<file path="config.mk">
export PLATFORM = sky130hd
export DESIGN_NAME = krt_control
export DESIGN_NICKNAME = d
export VERILOG_FILES = /design/src/hdl/krt_pkg.sv /design/src/hdl/krt_control.sv
export SDC_FILE = /design/constraint.sdc
export NUM_CORES = 1
export LEC_CHECK = 0
export BUFFER_PORTS_ARGS = -buffer_cell sky130_fd_sc_hd__buf_2
export CORE_UTILIZATION = 26
export DETAILED_ROUTE_END_ITERATION = 16
export PLACE_DENSITY = 0.5
export SYNTH_ARGS = -nofsm -noshare
export SYNTH_HDL_FRONTEND = slang
export SYNTH_SLANG_ARGS = --single-unit
</file>
<file path="constraint.sdc">
create_clock -name clock -period 7.47 [get_ports clock]
set_clock_uncertainty 0.05 [all_clocks]
set_input_delay 0.747 -clock clock [delete_from_list [all_inputs] [get_ports clock]]
set_output_delay 0.747 -clock clock [all_outputs]
set_load 0.03 [all_outputs]
</file>
<file path="src/hdl/krt_pkg.sv">
// Shared types, constants and command codes for the keyed record table.
package krt_pkg;

   localparam int Capacity = 64;
   localparam int IdxW = $clog2(Capacity);
   localparam int CntW = $clog2(Capacity + 1);

   localparam logic [2:0] ST_OK = 3'd0;
   localparam logic [2:0] ST_NOT_FOUND = 3'd1;
   localparam logic [2:0] ST_DUPLICATE = 3'd2;
   localparam logic [2:0] ST_FULL = 3'd3;
   localparam logic [2:0] ST_EMPTY = 3'd4;

   typedef enum logic [1:0] {
      CMD_INSERT = 2'd0,
      CMD_LOOKUP = 2'd1,
      CMD_REMOVE = 2'd2,
      CMD_DUMP   = 2'd3
   } cmd_type;

   typedef struct packed {
      logic [31:0] key;
      logic [7:0]  age;
      logic [15:0] weight;
      logic [11:0] height;
      logic [31:0] tstamp;
   } rec_type;

   typedef enum logic [3:0] {
      S_IDLE,
      S_SEARCH,
      S_SEARCH_CHK,
      S_SHIFT,
      S_SHIFT_WR,
      S_CLEAR,
      S_SCAN,
      S_SCAN_CHK,
      S_FETCH,
      S_FETCH_WAIT,
      S_OUT
   } state_type;

   // Commands from the controller to the datapath.
   typedef struct packed {
      logic             latch_req;
      logic             rd_en;
      logic [IdxW-1:0]  rd_addr;
      logic             wr_en;
      logic [IdxW-1:0]  wr_addr;
      logic             wr_sel_req;   // 1: write request record, 0: write read data
      logic             wr_zero;
      logic             load_out;
      logic             out_from_mem;
      logic [2:0]       out_status;
      logic [IdxW-1:0]  out_pos;
      logic             out_last;
   } cmd_ctl_type;

   // Status from the datapath to the controller.
   typedef struct packed {
      logic [31:0]  rd_key;
      logic [31:0]  rd_time;
      logic [31:0]  req_key;
      cmd_type      req_cmd;
   } dp_stat_type;

endpackage

</file>
<file path="src/hdl/krt_control.sv">
// Command sequencer of the keyed record table: search, shift, sorted scan and output.
module krt_control (
   input  logic                 clock,
   input  logic                 reset,
   input  logic                 req_valid,
   output logic                 req_stall,
   output logic                 rsp_valid,
   input  logic                 rsp_stall,
   input  krt_pkg::dp_stat_type stat,
   output krt_pkg::cmd_ctl_type ctl
);
   import krt_pkg::*;

   state_type state_ff, state_in;
   logic [CntW-1:0] fill_ff, fill_in;
   logic [CntW-1:0] i_ff, i_in;        // walk index
   logic [CntW-1:0] rank_ff, rank_in;  // records emitted in a dump
   logic [IdxW-1:0] hit_ff, hit_in;    // found index
   logic [2:0]      st_ff, st_in;      // outcome of the current command
   // Dump: the previous emitted (time, index) and the current best candidate.
   logic [31:0] prev_t_ff, prev_t_in;
   logic [IdxW-1:0] prev_i_ff, prev_i_in;
   logic            have_prev_ff, have_prev_in;
   logic [31:0] best_t_ff, best_t_in;
   logic [IdxW-1:0] best_i_ff, best_i_in;
   logic            have_best_ff, have_best_in;
   logic            rsp_valid_ff, rsp_valid_in;

   logic [IdxW-1:0] i_lo, i_prev;
   logic            after_prev, better, key_hit, shift_end, dump_more;

   assign i_lo   = i_ff[IdxW-1:0];
   assign i_prev = IdxW'(i_ff - CntW'(1));
   // Stable order key (time, index): candidate must come strictly after prev.
   assign after_prev = !have_prev_ff || (stat.rd_time > prev_t_ff) ||
                       ((stat.rd_time == prev_t_ff) && (i_prev > prev_i_ff));
   assign better    = !have_best_ff || (stat.rd_time < best_t_ff);
   assign key_hit   = (stat.rd_key == stat.req_key);
   assign shift_end = (i_ff + CntW'(1) >= fill_ff);
   assign dump_more = (stat.req_cmd == CMD_DUMP) && (st_ff == ST_OK) &&
                      (rank_ff + CntW'(1) != fill_ff);

   assign req_stall = (state_ff != S_IDLE);
   assign rsp_valid = rsp_valid_ff;

   always_ff @(posedge clock) begin
      if (reset) begin
         state_ff     <= S_IDLE;
         fill_ff      <= '0;
         rsp_valid_ff <= 1'b0;
      end else begin
         state_ff     <= state_in;
         fill_ff      <= fill_in;
         rsp_valid_ff <= rsp_valid_in;
      end
      i_ff         <= i_in;
      rank_ff      <= rank_in;
      hit_ff       <= hit_in;
      st_ff        <= st_in;
      prev_t_ff    <= prev_t_in;
      prev_i_ff    <= prev_i_in;
      have_prev_ff <= have_prev_in;
      best_t_ff    <= best_t_in;
      best_i_ff    <= best_i_in;
      have_best_ff <= have_best_in;
   end

   // Next state.
   always_comb begin
      state_in = state_ff;
      unique case (state_ff)
         S_IDLE: begin
            if (req_valid) begin
               state_in = S_SEARCH;
            end
         end
         S_SEARCH: begin
            priority if (stat.req_cmd == CMD_DUMP) begin
               state_in = (fill_ff == '0) ? S_OUT : S_SCAN;
            end else if (stat.req_cmd == CMD_INSERT && fill_ff == CntW'(Capacity)) begin
               state_in = S_OUT;
            end else if (i_ff == fill_ff) begin
               state_in = (stat.req_cmd == CMD_INSERT) ? S_SHIFT_WR : S_OUT;
            end else begin
               state_in = S_SEARCH_CHK;
            end
         end
         S_SEARCH_CHK: begin
            if (key_hit) begin
               state_in = S_OUT;
            end else begin
               state_in = S_SEARCH;
            end
         end
         S_SHIFT_WR: state_in = S_FETCH;
         S_SHIFT: begin
            if (shift_end) begin
               state_in = S_CLEAR;
            end else begin
               state_in = S_SHIFT;
            end
         end
         S_CLEAR: state_in = S_IDLE;
         S_SCAN: begin
            if (i_ff == fill_ff) begin
               state_in = S_FETCH;
            end else begin
               state_in = S_SCAN_CHK;
            end
         end
         S_SCAN_CHK: state_in = S_SCAN;
         S_FETCH: state_in = S_FETCH_WAIT;
         S_FETCH_WAIT: state_in = S_OUT;
         S_OUT: begin
            if (rsp_valid_ff && !rsp_stall) begin
               priority if (dump_more) begin
                  state_in = S_SCAN;
               end else if (stat.req_cmd == CMD_REMOVE && st_ff == ST_OK) begin
                  state_in = S_SHIFT;
               end else begin
                  state_in = S_IDLE;
               end
            end
         end
         default: state_in = S_IDLE;
      endcase
   end

   // Outputs and datapath registers.
   always_comb begin
      ctl          = '0;
      fill_in      = fill_ff;
      i_in         = i_ff;
      rank_in      = rank_ff;
      hit_in       = hit_ff;
      st_in        = st_ff;
      prev_t_in    = prev_t_ff;
      prev_i_in    = prev_i_ff;
      have_prev_in = have_prev_ff;
      best_t_in    = best_t_ff;
      best_i_in    = best_i_ff;
      have_best_in = have_best_ff;
      rsp_valid_in = rsp_valid_ff;
      ctl.rd_addr  = i_lo;
      ctl.wr_addr  = i_lo;
      unique case (state_ff)
         S_IDLE: begin
            ctl.latch_req = req_valid;
            i_in          = '0;
            rank_in       = '0;
            have_prev_in  = 1'b0;
            have_best_in  = 1'b0;
            hit_in        = '0;
         end
         S_SEARCH: begin
            priority if (stat.req_cmd == CMD_DUMP) begin
               st_in = (fill_ff == '0) ? ST_EMPTY : ST_OK;
            end else if (stat.req_cmd == CMD_INSERT && fill_ff == CntW'(Capacity)) begin
               st_in = ST_FULL;
            end else if (i_ff == fill_ff) begin
               st_in = (stat.req_cmd == CMD_INSERT) ? ST_OK : ST_NOT_FOUND;
            end else begin
               ctl.rd_en = 1'b1;
               i_in      = i_ff + CntW'(1);
            end
         end
         S_SEARCH_CHK: begin
            if (key_hit) begin
               hit_in = i_prev;
               st_in  = (stat.req_cmd == CMD_INSERT) ? ST_DUPLICATE : ST_OK;
            end
         end
         S_SHIFT_WR: begin
            ctl.wr_en      = 1'b1;
            ctl.wr_sel_req = 1'b1;
            ctl.wr_addr    = fill_ff[IdxW-1:0];
            hit_in         = fill_ff[IdxW-1:0];
            fill_in        = fill_ff + CntW'(1);
         end
         S_SHIFT: begin
            // i_ff walks from hit; entry i arrived in the read register last cycle.
            if (i_ff != CntW'(hit_ff)) begin
               ctl.wr_en   = 1'b1;
               ctl.wr_addr = i_prev;
            end
            if (!shift_end) begin
               ctl.rd_en   = 1'b1;
               ctl.rd_addr = IdxW'(i_ff + CntW'(1));
               i_in        = i_ff + CntW'(1);
            end
         end
         S_CLEAR: begin
            ctl.wr_en   = 1'b1;
            ctl.wr_zero = 1'b1;
            ctl.wr_addr = IdxW'(fill_ff - CntW'(1));
            fill_in     = fill_ff - CntW'(1);
         end
         S_SCAN: begin
            if (i_ff != fill_ff) begin
               ctl.rd_en = 1'b1;
               i_in      = i_ff + CntW'(1);
            end
         end
         S_SCAN_CHK: begin
            if (after_prev && better) begin
               best_t_in    = stat.rd_time;
               best_i_in    = i_prev;
               have_best_in = 1'b1;
            end
         end
         S_FETCH: begin
            ctl.rd_en   = 1'b1;
            ctl.rd_addr = (stat.req_cmd == CMD_DUMP) ? best_i_ff : hit_ff;
         end
         S_FETCH_WAIT: ;
         S_OUT: begin
            if (!rsp_valid_ff) begin
               ctl.load_out   = 1'b1;
               rsp_valid_in   = 1'b1;
               ctl.out_status = st_ff;
               ctl.out_last   = 1'b1;
               if (st_ff == ST_OK) begin
                  ctl.out_from_mem = 1'b1;
                  if (stat.req_cmd == CMD_DUMP) begin
                     ctl.out_pos  = rank_ff[IdxW-1:0];
                     ctl.out_last = (rank_ff + CntW'(1) == fill_ff);
                  end else begin
                     ctl.out_pos = hit_ff;
                  end
               end
            end else if (!rsp_stall) begin
               rsp_valid_in = 1'b0;
               if (dump_more) begin
                  rank_in      = rank_ff + CntW'(1);
                  prev_t_in    = best_t_ff;
                  prev_i_in    = best_i_ff;
                  have_prev_in = 1'b1;
                  have_best_in = 1'b0;
                  i_in         = '0;
               end else begin
                  i_in = CntW'(hit_ff);
               end
            end
         end
         default: ;
      endcase
   end

endmodule

</file>
==> results of run 1 <==
-- layout make-up --
class                      count  area (um2)  area share, %
timing repair buffer         133       668.1          7.288
sequential                   113        3273          35.70
tap                          378       473.0          5.159
clock buffer                  17       425.4          4.640
multi-input combinational    521        3809          41.54
clock inverter                15       188.9          2.061
inverter                      88       330.3          3.603
-- state kept, by name, indices dropped and copies added, names as in the netlist --
signal        cells
rank_ff           7
prev_i_ff         6
prev_t_ff        32
state_ff          4
fill_ff           7
rsp_valid         1
have_best_ff      1
best_t_ff        32
have_prev_ff      1
hit_ff            6
best_i_ff         6
i_ff              7
st_ff             3
-- routing by layer --
metal / global-route usage (%) / wire length (um)
met1: 18.60 / 9313
met2: 22.53 / 8964
met3: 3.113 / 1507
met4: 5.387 / 506
met5: 0 / 0
-- per-stage QoR --
| step | setup WS (ns) | utilization [%] | total power, mW |
|---|---|---|---|
| 5_1_grt | 2.564 | 32.64 | 2.825 |
| 3_5_place_dp | 3.291 | 30.45 | 1.829 |
| 6_report | 2.804 | 32.64 | 2.695 |
| 2_1_floorplan | 3.447 | - | 1.535 |
| 4_1_cts | 2.833 | 32.64 | 2.703 |
| 3_3_place_gp | 3.400 | 30.45 | 1.828 |
-- final timing paths --
path         slack [ns]  cells past startpoint                    start                      end
max reg2reg        3.63                     11        i_ff[0]$_DFFE_PP_   have_best_ff$_DFFE_PP_
max                2.80                     10        i_ff[2]$_DFFE_PP_                  ctl[23]
min reg2reg        0.40                      0  best_t_ff[29]$_DFFE_PP_  prev_t_ff[29]$_DFFE_PP_
min                0.40                      0  best_t_ff[29]$_DFFE_PP_  prev_t_ff[29]$_DFFE_PP_
-- cell usage in the layout, fill, tap and decap left out, types with 12 or more instances in the layout --
master | Yosys | layout
xor2_1 | 48 | 48
ha_1 | 81 | 81
nor4_1 | 15 | 15
dfxtp_1 | 12 | 12
nor2_1 | 44 | 44
nand4_1 | 18 | 18
clkbuf_16 | 0 | 17
xnor2_1 | 24 | 24
inv_1 | 85 | 85
nand3_1 | 17 | 17
o21ai_0 | 20 | 20
edfxtp_1 | 101 | 101
buf_2 | 4 | 132
a211oi_1 | 13 | 13
a21oi_1 | 43 | 43
nand2_1 | 69 | 69
-- worst reg2reg max path, delay by kind of cell, from the launching register on --
family / cells / cell delay [ns]
DFF: 1 / 0.58
buffers and inverters: 1 / 0.21
xor gates and xnor gates: 1 / 0.47
adders and majority gates: 2 / 0.63
and+or+nand+nor: 4 / 0.95
AOI/OAI and AO/OA: 3 / 0.74
-- power groups by stage --
stage / Clock (mW) / Sequential, mW / Combinational [mW]
2_1_floorplan: 0 / 0.847 / 0.689
3_3_place_gp: 0 / 0.921 / 0.908
3_5_place_dp: 0 / 0.922 / 0.907
4_1_cts: 0.878 / 0.910 / 0.915
5_1_grt: 0.905 / 0.920 / 1.00
6_report: 0.865 / 0.913 / 0.917
-- kinds of logic after synthesis --
| family | Yosys count | share of synthesized area [%] |
|---|---|---|
| AOI/OAI and AO/OA | 139 | 12.61 |
| xor gates and xnor gates | 75 | 9.292 |
| adders and majority gates | 81 | 13.49 |
| buffers and inverters | 114 | 5.762 |
| DFF | 113 | 43.56 |
| muxes | 1 | 0.1332 |
| and+or+nand+nor | 225 | 15.15 |
==> results.cfg, run 1 <==
[outcome]
status = complete, no violations

[floorplan]
rows = 61
start_util_pct = 26.75
die_x_um = 172.0
core_um2 = 28090
die_area_um2 = 29580
die_h_um = 172.0
io_pins = 133

[clock_tree]
htreeDepth = 4
hold_buffers = 0
cts_made_buffers = 17
clk_path_buf_depth = 2
postCtsResizedCells = 0
clk_pin_slew_ns = 0.06
cts_tree = yes
insertion_delay_ns = 0.42
postCtsSetupRepairBufs = 0
clockRootBuffer = clkbuf_16
clkSinkCount = 113

[worst_setup_path]
crit_fanout = 12
worst_setup_path_end_kind = primary output
required_ns = 6.67
crit_type = reg2out
cp_cell_sequence = and3_1 -> and3_1 -> xor2_1 -> ha_1 -> a211oi_1 -> o21ai_1 -> a211oi_4 -> a211oi_1 -> a311oi_1 -> buf_2
worst_setup_path_start_kind = flop
slowest_stage = edfxtp_1
critPathBufInv = 1
worst_path_largest_cell_delay_ns = 0.67
worstPathArrival_ns = 3.87
crit_family = compound AO/OA/AOI/OAI gates

[grt]
gr-usage-all-layers_pct = 14.14
grt_max_degree = 40
antenna_found_initial = 0
grt_pass1_vias = 5875
grt_pass1_wl_um = 31440
overflow = 0

[logic_synthesis]
synth.most_common_cell = edfxtp_1
yosysUniqueCellTypes = 63
syn_area_per_cell_um2 = 10.04
synthArstFlopShare_pct = 0
synth_area_um2 = 7513
synth_seq_cells = 113
synthFlopType = edfxtp_1
synth_commonest_cells = 101 x edfxtp_1, 85 x inv_1, 81 x ha_1
ys_warn_count = 0
synthCells = 748
synth_edf_count = 101
yosysTopAreaCellShare_pct = 40.37
syn_nets = 931
yosysSeqAreaShare_pct = 43.56
synth_area_leaders = edfxtp_1 40%, ha_1 13%, xor2_1 5.6%
synth_top_area_cell = edfxtp_1

[power]
leakage_nw = 3.911
pwr-share-comb_pct = 34.0
clock_power_share_pct = 32.1
p_switching_mw = 1.013
p_int_mw = 1.682
switching_share_pct = 37.58
p_per_area_nw_per_um2 = 294.0
share_seq_of_total_power_pct = 33.9
ir_worst_vdd_mv = 0.1598

[detailed_routing]
wire_per_inst_um = 16.04
drt-initial-drc-count = 426
via_count = 5997
first_pass_iters = 5
routed_wl_um = 20290
ant_nets = 0
drc = 0
viasPerCell = 4.741

[sta]
period_share_pct = 62.47
rsz0062_at_grt = no
hold_violations = 0
drv_slew = 0
setup_viol = 0
whs_ns = 0.3970
tightest_slew_ns = 1.010
finalCriticalPeriod_ns = 4.666
slew_headroom_pct = 32.12
tns_ns = 0
max_freq_mhz = 214.3

[place]
numPortBuffers = 132
dp.cells = 1233
placed_area_um2 = 8553
place_congestion = 0.9147
dp_hpwl_um = 15460

[layout]
antenna_cells = 0
final_cells = 1265
drive_gt1_share_pct = 19.73
n_fill_cell = 2964
num-nets-final = 1057
fin_area_um2 = 9168
areaGrowthSynthToFinish_pct = 22.01

[job]
cap_viol_max_count = 0

[min_path]
hp-class = reg2reg
Power figures use the tool's default switching activity.
==> inputs of run 2 (changes only) <==
clock period = 4.5 ns   (was 7.47 ns; I/O delays follow)
==> run 2 against run 1 <==
  * Critical endpoint unchanged
  * Critical path type unchanged
  * Die area did not move
  * Sequential share of layout area up 0.093 points
  * Combinational power is 68% higher
==> results.cfg, run 2 (same netlist as run 1, synthesis figures left out) <==
[place]
numPortBuffers = 132
dp_hpwl_um = 15870
place_congestion = 0.9179
dp.cells = 1238
pre_cts_slack_ns = 0.6806

[sta]
tightest_slew_ns = 1.093
finalCriticalPeriod_ns = 4.316
setup_ws_ns = 0.1837
drv_slew = 0
setup_viol = 0
slew_headroom_pct = 26.49
rsz0062_at_grt = no
max_freq_mhz = 231.7
period_share_pct = 95.92
hold_violations = 0
tns_ns = 0

[worst_setup_path]
worst_setup_path_end_kind = primary output
required_ns = 4.00
worstPathArrival_ns = 3.82
worst_setup_path_start_kind = flop
r2r-start = i_ff[0]$_DFFE_PP_
setup.worst_path.start = i_ff[0]$_DFFE_PP_
crit_type = reg2out
crit_fanout = 12

[detailed_routing]
viasPerCell = 4.800
first_pass_iters = 6
wire_per_inst_um = 16.19
ant_nets = 0
drc = 0
routed_wl_um = 20550
drt-initial-drc-count = 443
via_count = 6091

[floorplan]
core_um2 = 28090
die_x_um = 172.0
rows = 61
start_util_pct = 26.75
io_pins = 133
die_h_um = 172.0
die_area_um2 = 29580

[layout]
num-nets-final = 1062
drive_gt1_share_pct = 20.09
largest_registers = best_t_ff x32, prev_t_ff x32
areaGrowthSynthToFinish_pct = 21.70
final_cells = 1269
final_common_cell = buf_2
antenna_cells = 0
n_fill_cell = 2963
final_cell_mix = 132 x buf_2, 101 x edfxtp_1, 85 x inv_1

[clock_tree]
clk_pin_slew_ns = 0.06
clockRootBuffer = clkbuf_16
cts_made_buffers = 17
clk_path_buf_depth = 2
postCtsResizedCells = 0
hold_buffers = 0
htreeDepth = 4
insertion_delay_ns = 0.42
clkSinkCount = 113
postCtsSetupRepairBufs = 0
cts_tree = yes

[min_path]
hp-class = in2reg
hold_start = stat[36]

[power]
leakage_nw = 3.915
ir_worst_vdd_mv = 0.2618
power_mw = 4.356
p_per_area_nw_per_um2 = 476.4

[grt]
gr-usage-all-layers_pct = 14.26
antenna_found_initial = 0
grt_max_degree = 40
grt_pass1_wl_um = 31690
overflow = 0
grt_pass1_vias = 5916

[job]
cap_viol_max_count = 0

[outcome]
status = complete, no violations
run 2: cell count changes in the layout (fill, tap and decap cells not counted), sizes merged:
cell,before,now
buf,133,138
clkinv,6,7
inv,90,88
clkinvlp,3,2
clkbuf,17,20
bufinv,4,2
run 2: report_power, final:
| part | switching [mW] | leakage [nW] | internal, mW |
|---|---|---|---|
| Sequential | 0.186 | 1.04 | 1.32 |
| Combinational | 0.976 | 2.60 | 0.568 |
| Clock | 0.501 | 0.267 | 0.806 |
run 2: area by class of cell:
| cell class | count | area (um2) | area share, % |
|---|---|---|---|
| multi-input combinational | 521 | 3809 | 41.65 |
| sequential | 113 | 3273 | 35.80 |
| timing repair buffer | 138 | 705.7 | 7.718 |
| tap | 378 | 473.0 | 5.172 |
| clock buffer | 20 | 436.7 | 4.776 |
| inverter | 88 | 330.3 | 3.612 |
| clock inverter | 11 | 116.4 | 1.273 |
run 2: stage by stage:
| stage | hold WS, ns | area [um2] | utilization (%) |
|---|---|---|---|
| after detailed placement | 0.3839 | 8591 | 30.59 |
| after global routing | 0.1859 | 9144 | 32.56 |
| after CTS | 0.1824 | 9144 | 32.56 |
| final | 0.1983 | 9144 | 32.56 |
| after floorplan | 0.3762 | 7513 | - |
| after global placement | 0.3811 | 8591 | 30.59 |
run 2: final timing paths:
check / endpoint / slack (ns) / cells after the start
worst max-delay path: ctl[23] / 0.18 / 10
worst min-delay path: best_t_ff[2]$_DFFE_PP_ / 0.20 / 1
worst max register to register: have_best_ff$_DFFE_PP_ / 0.77 / 12
worst min register to register: prev_t_ff[18]$_DFFE_PP_ / 0.39 / 0
run 2: per-layer routing:
layer	vias up	GRT usage, %	share of wire, %
met5	-	0	0
met4	0	4.194	1.7
met3	32	3.182	6.2
met2	245	22.97	45
met1	2855	18.98	47
li1	2959	-	-
run 2: critical path, stage by stage, from the launching register on:
cell,delay (ns)
edfxtp_1,0.64
ha_1,0.37
nand3_1,0.13
xnor2_1,0.30
ha_1,0.29
o21a_1,0.17
o21a_1,0.20
a211oi_4,0.49
a211oi_1,0.16
a311oi_1,0.38
buf_2,0.27
